===== config.mk =====
export PLATFORM = sky130hd
export DESIGN_NAME = multi_led_blink_controller_top
export DESIGN_NICKNAME = d
export VERILOG_FILES = /design/src/rtl/mlbc_pkg.sv /design/src/rtl/multi_led_blink_controller_top.sv
export SDC_FILE = /design/constraint.sdc
export NUM_CORES = 1
export LEC_CHECK = 0
export BUFFER_PORTS_ARGS = -buffer_cell sky130_fd_sc_hd__buf_2
export CAP_MARGIN = 15
export CORE_ASPECT_RATIO = 0.9
export CORE_MARGIN = 1.5
export CORE_UTILIZATION = 56
export CTS_CLUSTER_DIAMETER = 60
export DETAILED_ROUTE_END_ITERATION = 8
export GPL_ROUTABILITY_DRIVEN = 0
export GPL_TIMING_DRIVEN = 0
export PLACE_DENSITY_LB_ADDON = 0.3
export SETUP_SLACK_MARGIN = 0.2
export SYNTH_ARGS = -nofsm -noshare
export SYNTH_HDL_FRONTEND = slang
export SYNTH_SLANG_ARGS = --single-unit
export TNS_END_PERCENT = 30

===== constraint.sdc =====
create_clock -name aclk -period 2.9 [get_ports aclk]
set_clock_uncertainty 0.05 [all_clocks]
set_input_delay 0 -clock aclk [delete_from_list [all_inputs] [get_ports aclk]]
set_output_delay 0 -clock aclk [all_outputs]
set_load 0.03 [all_outputs]

===== src/rtl/mlbc_pkg.sv =====
`timescale 1ns / 1ps
// Shared types and constants of the multi-LED blink controller.
package mlbc_pkg;

    // Widths fixed by the request and result fields
    localparam int FUNC_W   = 2;
    localparam int MASK_W   = 4;
    localparam int MODE_W   = 3;
    localparam int LED_W    = 4;
    localparam int STATUS_W = 2;

    // Configuration port
    localparam int CFG_DATA_W = 16;
    localparam int CFG_ADDR_W = 2;

    typedef enum logic [CFG_ADDR_W-1:0] {
        CFG_PERIOD_DEFAULT = 2'd0,
        CFG_PERIOD_SLOW    = 2'd1,
        CFG_PERIOD_FAST    = 2'd2
    } cfg_addr_t;

    localparam logic [CFG_DATA_W-1:0] PERIOD_DEFAULT_RST = 16'd500;
    localparam logic [CFG_DATA_W-1:0] PERIOD_SLOW_RST    = 16'd1000;
    localparam logic [CFG_DATA_W-1:0] PERIOD_FAST_RST    = 16'd200;

    typedef enum logic [FUNC_W-1:0] {
        FUNC_TICK     = 2'd0,
        FUNC_SET_MODE = 2'd1,
        FUNC_TOGGLE   = 2'd2
    } func_t;

    typedef enum logic [MODE_W-1:0] {
        MODE_OFF         = 3'd0,
        MODE_ON          = 3'd1,
        MODE_BLINK       = 3'd2,
        MODE_BLINK_SLOW  = 3'd3,
        MODE_BLINK_FAST  = 3'd4
    } mode_t;

    typedef enum logic [STATUS_W-1:0] {
        STATUS_OK       = 2'd0,
        STATUS_BAD_MASK = 2'd1,
        STATUS_BAD_MODE = 2'd2
    } status_t;

endpackage


===== src/rtl/multi_led_blink_controller_top.sv =====
`timescale 1ns / 1ps
// Multi-LED blink controller: takes one tick or command per cycle while no
// stalled result holds s_ready low, and drives NUM_LEDS LED levels. At
// acceptance the per-LED countdowns, levels and blink flags update in parallel,
// and the result (levels and blink flags of LEDs 0..3 plus a status) lands in
// an output register in the cycle after. The output register decouples the two
// sides, so s_ready stays high while the result is taken in the same cycle:
// a sustained rate of one request per clock. The user must write the period
// registers via cfg_wen/cfg_addr/cfg_wdata while idle; nothing enforces it.
module multi_led_blink_controller_top #(
    parameter int NUM_LEDS    = 4,
    parameter int PERIOD_BITS = 16
) (
    input  logic                                aclk,
    input  logic                                aresetn,
    // configuration
    input  logic                                cfg_wen,
    input  logic [mlbc_pkg::CFG_ADDR_W-1:0]     cfg_addr,
    input  logic [mlbc_pkg::CFG_DATA_W-1:0]     cfg_wdata,
    // request channel
    input  logic                                s_valid,
    output logic                                s_ready,
    input  logic [mlbc_pkg::FUNC_W-1:0]         s_func,
    input  logic [mlbc_pkg::MASK_W-1:0]         s_led_mask,
    input  logic [mlbc_pkg::MODE_W-1:0]         s_mode,
    // result channel
    output logic                                m_valid,
    input  logic                                m_ready,
    output logic [mlbc_pkg::LED_W-1:0]          m_led_levels,
    output logic [mlbc_pkg::LED_W-1:0]          m_blinking_mask,
    output logic [mlbc_pkg::STATUS_W-1:0]       m_status
);

    localparam int OUT_W  = mlbc_pkg::LED_W;
    localparam logic [PERIOD_BITS-1:0] CNT_ONE = PERIOD_BITS'(1);

    // configuration registers
    logic [mlbc_pkg::CFG_DATA_W-1:0] period_default_reg;
    logic [mlbc_pkg::CFG_DATA_W-1:0] period_slow_reg;
    logic [mlbc_pkg::CFG_DATA_W-1:0] period_fast_reg;

    // per-LED state
    logic [NUM_LEDS-1:0]    level_reg, level_next;
    logic [NUM_LEDS-1:0]    blink_on_reg, blink_on_next;
    logic [PERIOD_BITS-1:0] countdown_reg [NUM_LEDS];
    logic [PERIOD_BITS-1:0] countdown_next [NUM_LEDS];
    logic [PERIOD_BITS-1:0] period_reg [NUM_LEDS];
    logic [PERIOD_BITS-1:0] period_next [NUM_LEDS];

    // result register
    logic                             m_valid_reg;
    logic [OUT_W-1:0]                 led_levels_reg;
    logic [OUT_W-1:0]                 blinking_mask_reg;
    mlbc_pkg::status_t                status_reg, status_next;

    logic                   s_accept;
    logic [NUM_LEDS-1:0]    mask_ext;
    logic                   mask_ok;
    logic [PERIOD_BITS-1:0] sel_period;

    assign s_ready  = !m_valid_reg || m_ready;
    assign s_accept = s_valid && s_ready;

    // an empty mask or mask bits at or above NUM_LEDS make the command invalid
    assign mask_ext = NUM_LEDS'(s_led_mask);
    assign mask_ok  = (s_led_mask != '0) &&
                      ((32'(s_led_mask) >> NUM_LEDS) == 32'd0);

    always_comb begin
        case (s_mode)
            mlbc_pkg::MODE_BLINK_SLOW: sel_period = PERIOD_BITS'(period_slow_reg);
            mlbc_pkg::MODE_BLINK_FAST: sel_period = PERIOD_BITS'(period_fast_reg);
            default:                   sel_period = PERIOD_BITS'(period_default_reg);
        endcase
    end

    always_comb begin
        level_next    = level_reg;
        blink_on_next = blink_on_reg;
        status_next   = mlbc_pkg::STATUS_OK;
        for (int i = 0; i < NUM_LEDS; i++) begin
            countdown_next[i] = countdown_reg[i];
            period_next[i]    = period_reg[i];
        end
        case (s_func)
            mlbc_pkg::FUNC_TICK: begin
                for (int i = 0; i < NUM_LEDS; i++) begin
                    if (blink_on_reg[i]) begin
                        if (countdown_reg[i] <= CNT_ONE) begin
                            level_next[i]     = !level_reg[i];
                            countdown_next[i] = period_reg[i];
                        end else begin
                            countdown_next[i] = countdown_reg[i] - CNT_ONE;
                        end
                    end
                end
            end
            mlbc_pkg::FUNC_TOGGLE: begin
                if (!mask_ok) begin
                    status_next = mlbc_pkg::STATUS_BAD_MASK;
                end else begin
                    blink_on_next = blink_on_reg & ~mask_ext;
                    level_next    = level_reg ^ mask_ext;
                end
            end
            mlbc_pkg::FUNC_SET_MODE: begin
                if (!mask_ok) begin
                    status_next = mlbc_pkg::STATUS_BAD_MASK;
                end else begin
                    case (s_mode)
                        mlbc_pkg::MODE_OFF: begin
                            blink_on_next = blink_on_reg & ~mask_ext;
                            level_next    = level_reg & ~mask_ext;
                        end
                        mlbc_pkg::MODE_ON: begin
                            blink_on_next = blink_on_reg & ~mask_ext;
                            level_next    = level_reg | mask_ext;
                        end
                        mlbc_pkg::MODE_BLINK,
                        mlbc_pkg::MODE_BLINK_SLOW,
                        mlbc_pkg::MODE_BLINK_FAST: begin
                            // keep the level, arm the period
                            blink_on_next = blink_on_reg | mask_ext;
                            for (int i = 0; i < NUM_LEDS; i++) begin
                                if (mask_ext[i]) begin
                                    countdown_next[i] = sel_period;
                                    period_next[i]    = sel_period;
                                end
                            end
                        end
                        default: status_next = mlbc_pkg::STATUS_BAD_MODE;
                    endcase
                end
            end
            default: status_next = mlbc_pkg::STATUS_BAD_MODE;
        endcase
    end

    always_ff @(posedge aclk) begin
        if (!aresetn) begin
            period_default_reg <= mlbc_pkg::PERIOD_DEFAULT_RST;
            period_slow_reg    <= mlbc_pkg::PERIOD_SLOW_RST;
            period_fast_reg    <= mlbc_pkg::PERIOD_FAST_RST;
        end else if (cfg_wen) begin
            case (cfg_addr)
                mlbc_pkg::CFG_PERIOD_DEFAULT: period_default_reg <= cfg_wdata;
                mlbc_pkg::CFG_PERIOD_SLOW:    period_slow_reg    <= cfg_wdata;
                mlbc_pkg::CFG_PERIOD_FAST:    period_fast_reg    <= cfg_wdata;
                default: ;
            endcase
        end
    end

    always_ff @(posedge aclk) begin
        if (!aresetn) begin
            level_reg    <= '0;
            blink_on_reg <= '0;
            for (int i = 0; i < NUM_LEDS; i++) begin
                countdown_reg[i] <= '0;
                period_reg[i]    <= '0;
            end
        end else if (s_accept) begin
            level_reg    <= level_next;
            blink_on_reg <= blink_on_next;
            for (int i = 0; i < NUM_LEDS; i++) begin
                countdown_reg[i] <= countdown_next[i];
                period_reg[i]    <= period_next[i];
            end
        end
    end

    always_ff @(posedge aclk) begin
        if (!aresetn) begin
            m_valid_reg <= 1'b0;
        end else if (s_accept) begin
            m_valid_reg <= 1'b1;
        end else if (m_ready) begin
            m_valid_reg <= 1'b0;
        end
    end

    // result payload: load on every accepted request
    always_ff @(posedge aclk) begin
        if (s_accept) begin
            led_levels_reg    <= OUT_W'(level_next);
            blinking_mask_reg <= OUT_W'(blink_on_next);
            status_reg        <= status_next;
        end
    end

    assign m_valid         = m_valid_reg;
    assign m_led_levels    = led_levels_reg;
    assign m_blinking_mask = blinking_mask_reg;
    assign m_status        = status_reg;

endmodule


==> impl_results.rst <==
.. list-table::
   :header-rows: 1

   * - Metric
     - Value
   * - Maximum ir drop on the vdd rail
     - 392 uV
   * - Commonest cells after routing, fill and taps aside
     - nand2_1 (138), edfxtp_1 (138), o21ai_0 (72)
   * - Number of buffers added by the clock tree synthesis step
     - 17
   * - Total stage count of the critical path
     - 8
   * - Clock latency of the later-clocked register in the worst-skew pair
     - 440 ps
   * - Min-Delay Path Class
     - in -> reg
   * - First-pass GRT wire length
     - 40.7 mm
   * - Arrival @ worst endpoint
     - 2840 ps
   * - Mean routed wirelength per cell
     - 19.7 um
   * - Die Outline Area
     - 18,300 um2
   * - Synthesized netlist net count
     - 1,028
   * - Worst setup startpoint
     - countdown_reg[3][6]
   * - 1st-pass router iterations
     - 5
   * - Via/cell ratio
     - 6.08
   * - Kind of end point of the critical path
     - register
   * - Area fraction of the dominant cell type after synthesis
     - 0.422
   * - Biggest area contributors in the synthesized netlist
     - edfxtp_1 (42%), dfxtp_1 (12%), nand2_1 (5.3%)
   * - Slowest cell delay on critical path
     - 530 ps
   * - Setup violators final
     - 0
   * - GRT Resource Usage Total
     - 0.295
   * - Clock transition at the register clock pins on the worst setup and hold paths after CTS
     - 80 ps
   * - Final #Nets
     - 1,120
   * - Die extent in y
     - 129 um
   * - Num Clock Sinks
     - 195
   * - Count of maximum capacitance violations
     - 0
   * - Wire length after detailed routing
     - 25.9 mm
   * - Total setup buffers inserted after CTS
     - 0
   * - Crit Reg-Reg Startpoint
     - countdown_reg[3][6]
   * - Run status
     - finished, final reports clean
   * - Share of final-layout standard cells stronger than drive strength 1
     - 0.111
   * - Placed Cells incl. Taps
     - 1,259
   * - Family with the most delay on the worst path
     - simple AND/OR/NAND/NOR gates
   * - Pre-CTS setup slack
     - -131 ps
   * - Synth async-reset ratio
     - 0
   * - Total area of multi-input combinational cells
     - 4290 um2
   * - Initial antenna violation count
     - 0
   * - Count of flip-flops with a built-in enable after synthesis
     - 138
   * - Pwr per Cell Area
     - 572 nW/um2
   * - Worst Tran Pin Value
     - 1160 ps
   * - Storage cell area
     - 5290 um2
   * - Share of the yosys chip area belonging to registers
     - 0.538
   * - Cell type with the largest total area after synthesis
     - edfxtp_1
   * - Worst setup SP type
     - register
   * - CTS tree
     - built
   * - Syn Std Cell Area
     - 9820 um2
   * - Final critical delay including setup and external delays
     - 2740 ps
   * - CTS Root Cell
     - clkbuf_16
   * - Worst-case setup margin in the final layout
     - 164 ps
   * - Crit Reg-Reg Endpoint
     - countdown_reg[3][8]
   * - Class of the most critical setup path
     - reg -> reg
   * - Total count of max-transition violations in the final report
     - 0
   * - Number of buffer and inverter instances along the worst setup path
     - 3
   * - Via count of the first global-routing pass
     - 7,715
   * - Register-to-Register Setup Slack
     - 160 ps
   * - Critical path peak fanout
     - 10
   * - Remaining design rule violation count
     - 0
   * - Crit-path cells
     - nor4_4 -> and4b_1 -> clkbuf_1 -> and2_1 -> buf_2 -> buf_4 -> mux2i_1 -> o21ai_0
   * - Pin count of the biggest net entering global routing
     - 20
   * - Average cell area after synthesis
     - 10.1 um2
   * - Yosys warning total
     - 0
   * - Die Width
     - 143 um
   * - CP Data Required Time
     - 3010 ps
   * - Antenna viol nets, final
     - 0
   * - Capturing instance or port of the critical path
     - countdown_reg[3][8]
   * - Boundary pin count
     - 44
   * - H-tree depth
     - 4
   * - Count of standard-cell rows
     - 45
   * - Cell type of the slowest stage on the worst timing path
     - nor4_4
   * - Register bit count reported by yosys
     - 195
   * - Number of filler cells placed in the layout
     - 1,373
   * - Peak Freq
     - 366 MHz
   * - Floorplan Core Area
     - 17,000 um2
   * - Final cell count without fillers
     - 1,316
   * - Leading register cell type out of synthesis
     - edfxtp_1
   * - Final worst-path cycle share
     - 0.943
   * - Via Count
     - 8,003
   * - Worst reg-to-reg path cell count
     - 8
   * - DRC violation total after the first TritonRoute iteration
     - 705
   * - GRT Residual Overflow
     - 0
   * - Worst max-slew margin expressed relative to the limit
     - 0.221
   * - Half-perimeter wire length after placement
     - 18.8 mm
   * - Number of instances in the synthesized netlist
     - 976
   * - RSZ-0062 raised after global routing
     - true
   * - Hold Vio Cnt, Final
     - 0
   * - Maximum buffer depth of the clock tree
     - 2
   * - Leakage power total
     - 4.13 nW
   * - Starting utilization of the core area
     - 0.578
   * - Number of distinct library cells after synthesis
     - 67
   * - Area growth from synthesis to final layout
     - 15.3%
   * - # diodes
     - 0
   * - Port-buffer cells
     - 42
==> report_power, final <==
| part | total (mW) | switching (mW) | internal (mW) |
|---|---|---|---|
| sequential | 3.31 | 0.133 | 3.18 |
| combinational | 0.800 | 0.507 | 0.293 |
| clock | 2.36 | 1.16 | 1.20 |
| total | 6.47 | 1.80 | 4.67 |
==> logic make-up after synthesis <==
kind of cell,after synthesis,synth area share
DFF,195,0.538
buffers and inverters,89,0.0357
adders and majority gates,20,0.0255
and+or+nand+nor,339,0.170
xor gates and xnor gates,47,0.0419
muxes,23,0.0234
AOI/OAI and AO/OA,263,0.166
==> cell usage after synthesis, types with 2 or more instances <==
library cell    n
or3b_2          3
and3_1          5
o22ai_1         5
o21ai_0        72
o31ai_1        13
nor2_1         54
o211ai_1       11
nand2_1       139
a21oi_1        63
ha_1           20
o21ai_1        13
a211oi_1        4
xnor2_1        26
or3_1           6
dfxtp_1        57
o221ai_1        6
nor4_1         17
a41oi_1         3
o41ai_1         3
nand4_1         3
clkbuf_1       48
a31oi_1         5
or4_1          10
buf_1           2
nand2b_1        3
or4_4           2
xor2_1         21
nand3_1        51
buf_2           4
and3b_1         3
a21boi_0       36
mux2i_1        23
nor3_1         15
nor3b_1         5
edfxtp_1      138
inv_1          33
and2_1          3
a22oi_1        16
nand3b_1        6
a2111oi_0       2
==> tightest hold or removal path, stage by stage <==
cell and delay [ps]:
buf_2 120, nand3b_1 230, nand2_1 130, a21boi_0 60
==> routing by layer <==
| layer | share of wire | up-vias | global-route usage | routed length, um |
|---|---|---|---|---|
| li1 | - | 3785 | - | - |
| met1 | 0.41 | 3801 | 0.390 | 10700 |
| met2 | 0.47 | 368 | 0.477 | 12100 |
| met3 | 0.088 | 49 | 0.0640 | 2280 |
| met4 | 0.029 | 0 | 0.116 | 752 |
| met5 | 0 | - | 0 | 0 |
==> area by class of cell <==
class                           count  area share
Clock inverter                     14      0.0117
Timing Repair Buffer               73      0.0453
Clock buffer                       18      0.0398
Multi-Input combinational cell    692       0.379
Inverter                           33      0.0109
Buffer                             56      0.0203
Tap cell                          235      0.0260
Sequential cell                   195       0.467
==> worst min-delay path by stage <==
stage | slack (ps) | start | end | cells after the start
after global routing | 110 | cfg_addr[0] | period_slow_reg[2] | 4
after CTS | 80 | s_led_mask[0] | countdown_reg[0][14] | 3
after global placement | 200 | cfg_wdata[9] | period_slow_reg[9] | 3
final | 100 | cfg_addr[0] | period_slow_reg[15] | 4
after floorplan | 70 | cfg_wdata[2] | period_default_reg[2] | 2
after detailed placement | 200 | cfg_wdata[8] | period_slow_reg[8] | 3
==> metrics by stage <==
stage	cell area [um2]	TNS [ps]	util	power, mW	hold slack (ps)
after floorplan	9840	-1500	-	3.85	74.0
after global placement	10300	-51640	0.608	4.07	203
after detailed placement	10400	-4560	0.613	4.11	203
after CTS	11300	0	0.663	6.45	84.0
after global routing	11300	0	0.666	6.68	107
final	11300	0	0.666	6.47	95.2
==> repair_timing <==
action / 4_1_cts / 5_1_grt
gates cloned: 0 / 0
resized for setup: 4 / 15
endpoints found under the hold margin: 58 / 0
hold buffers: 25 / 0
endpoints found under the setup margin: 54 / 92
(Power assumes the default switching activity.)
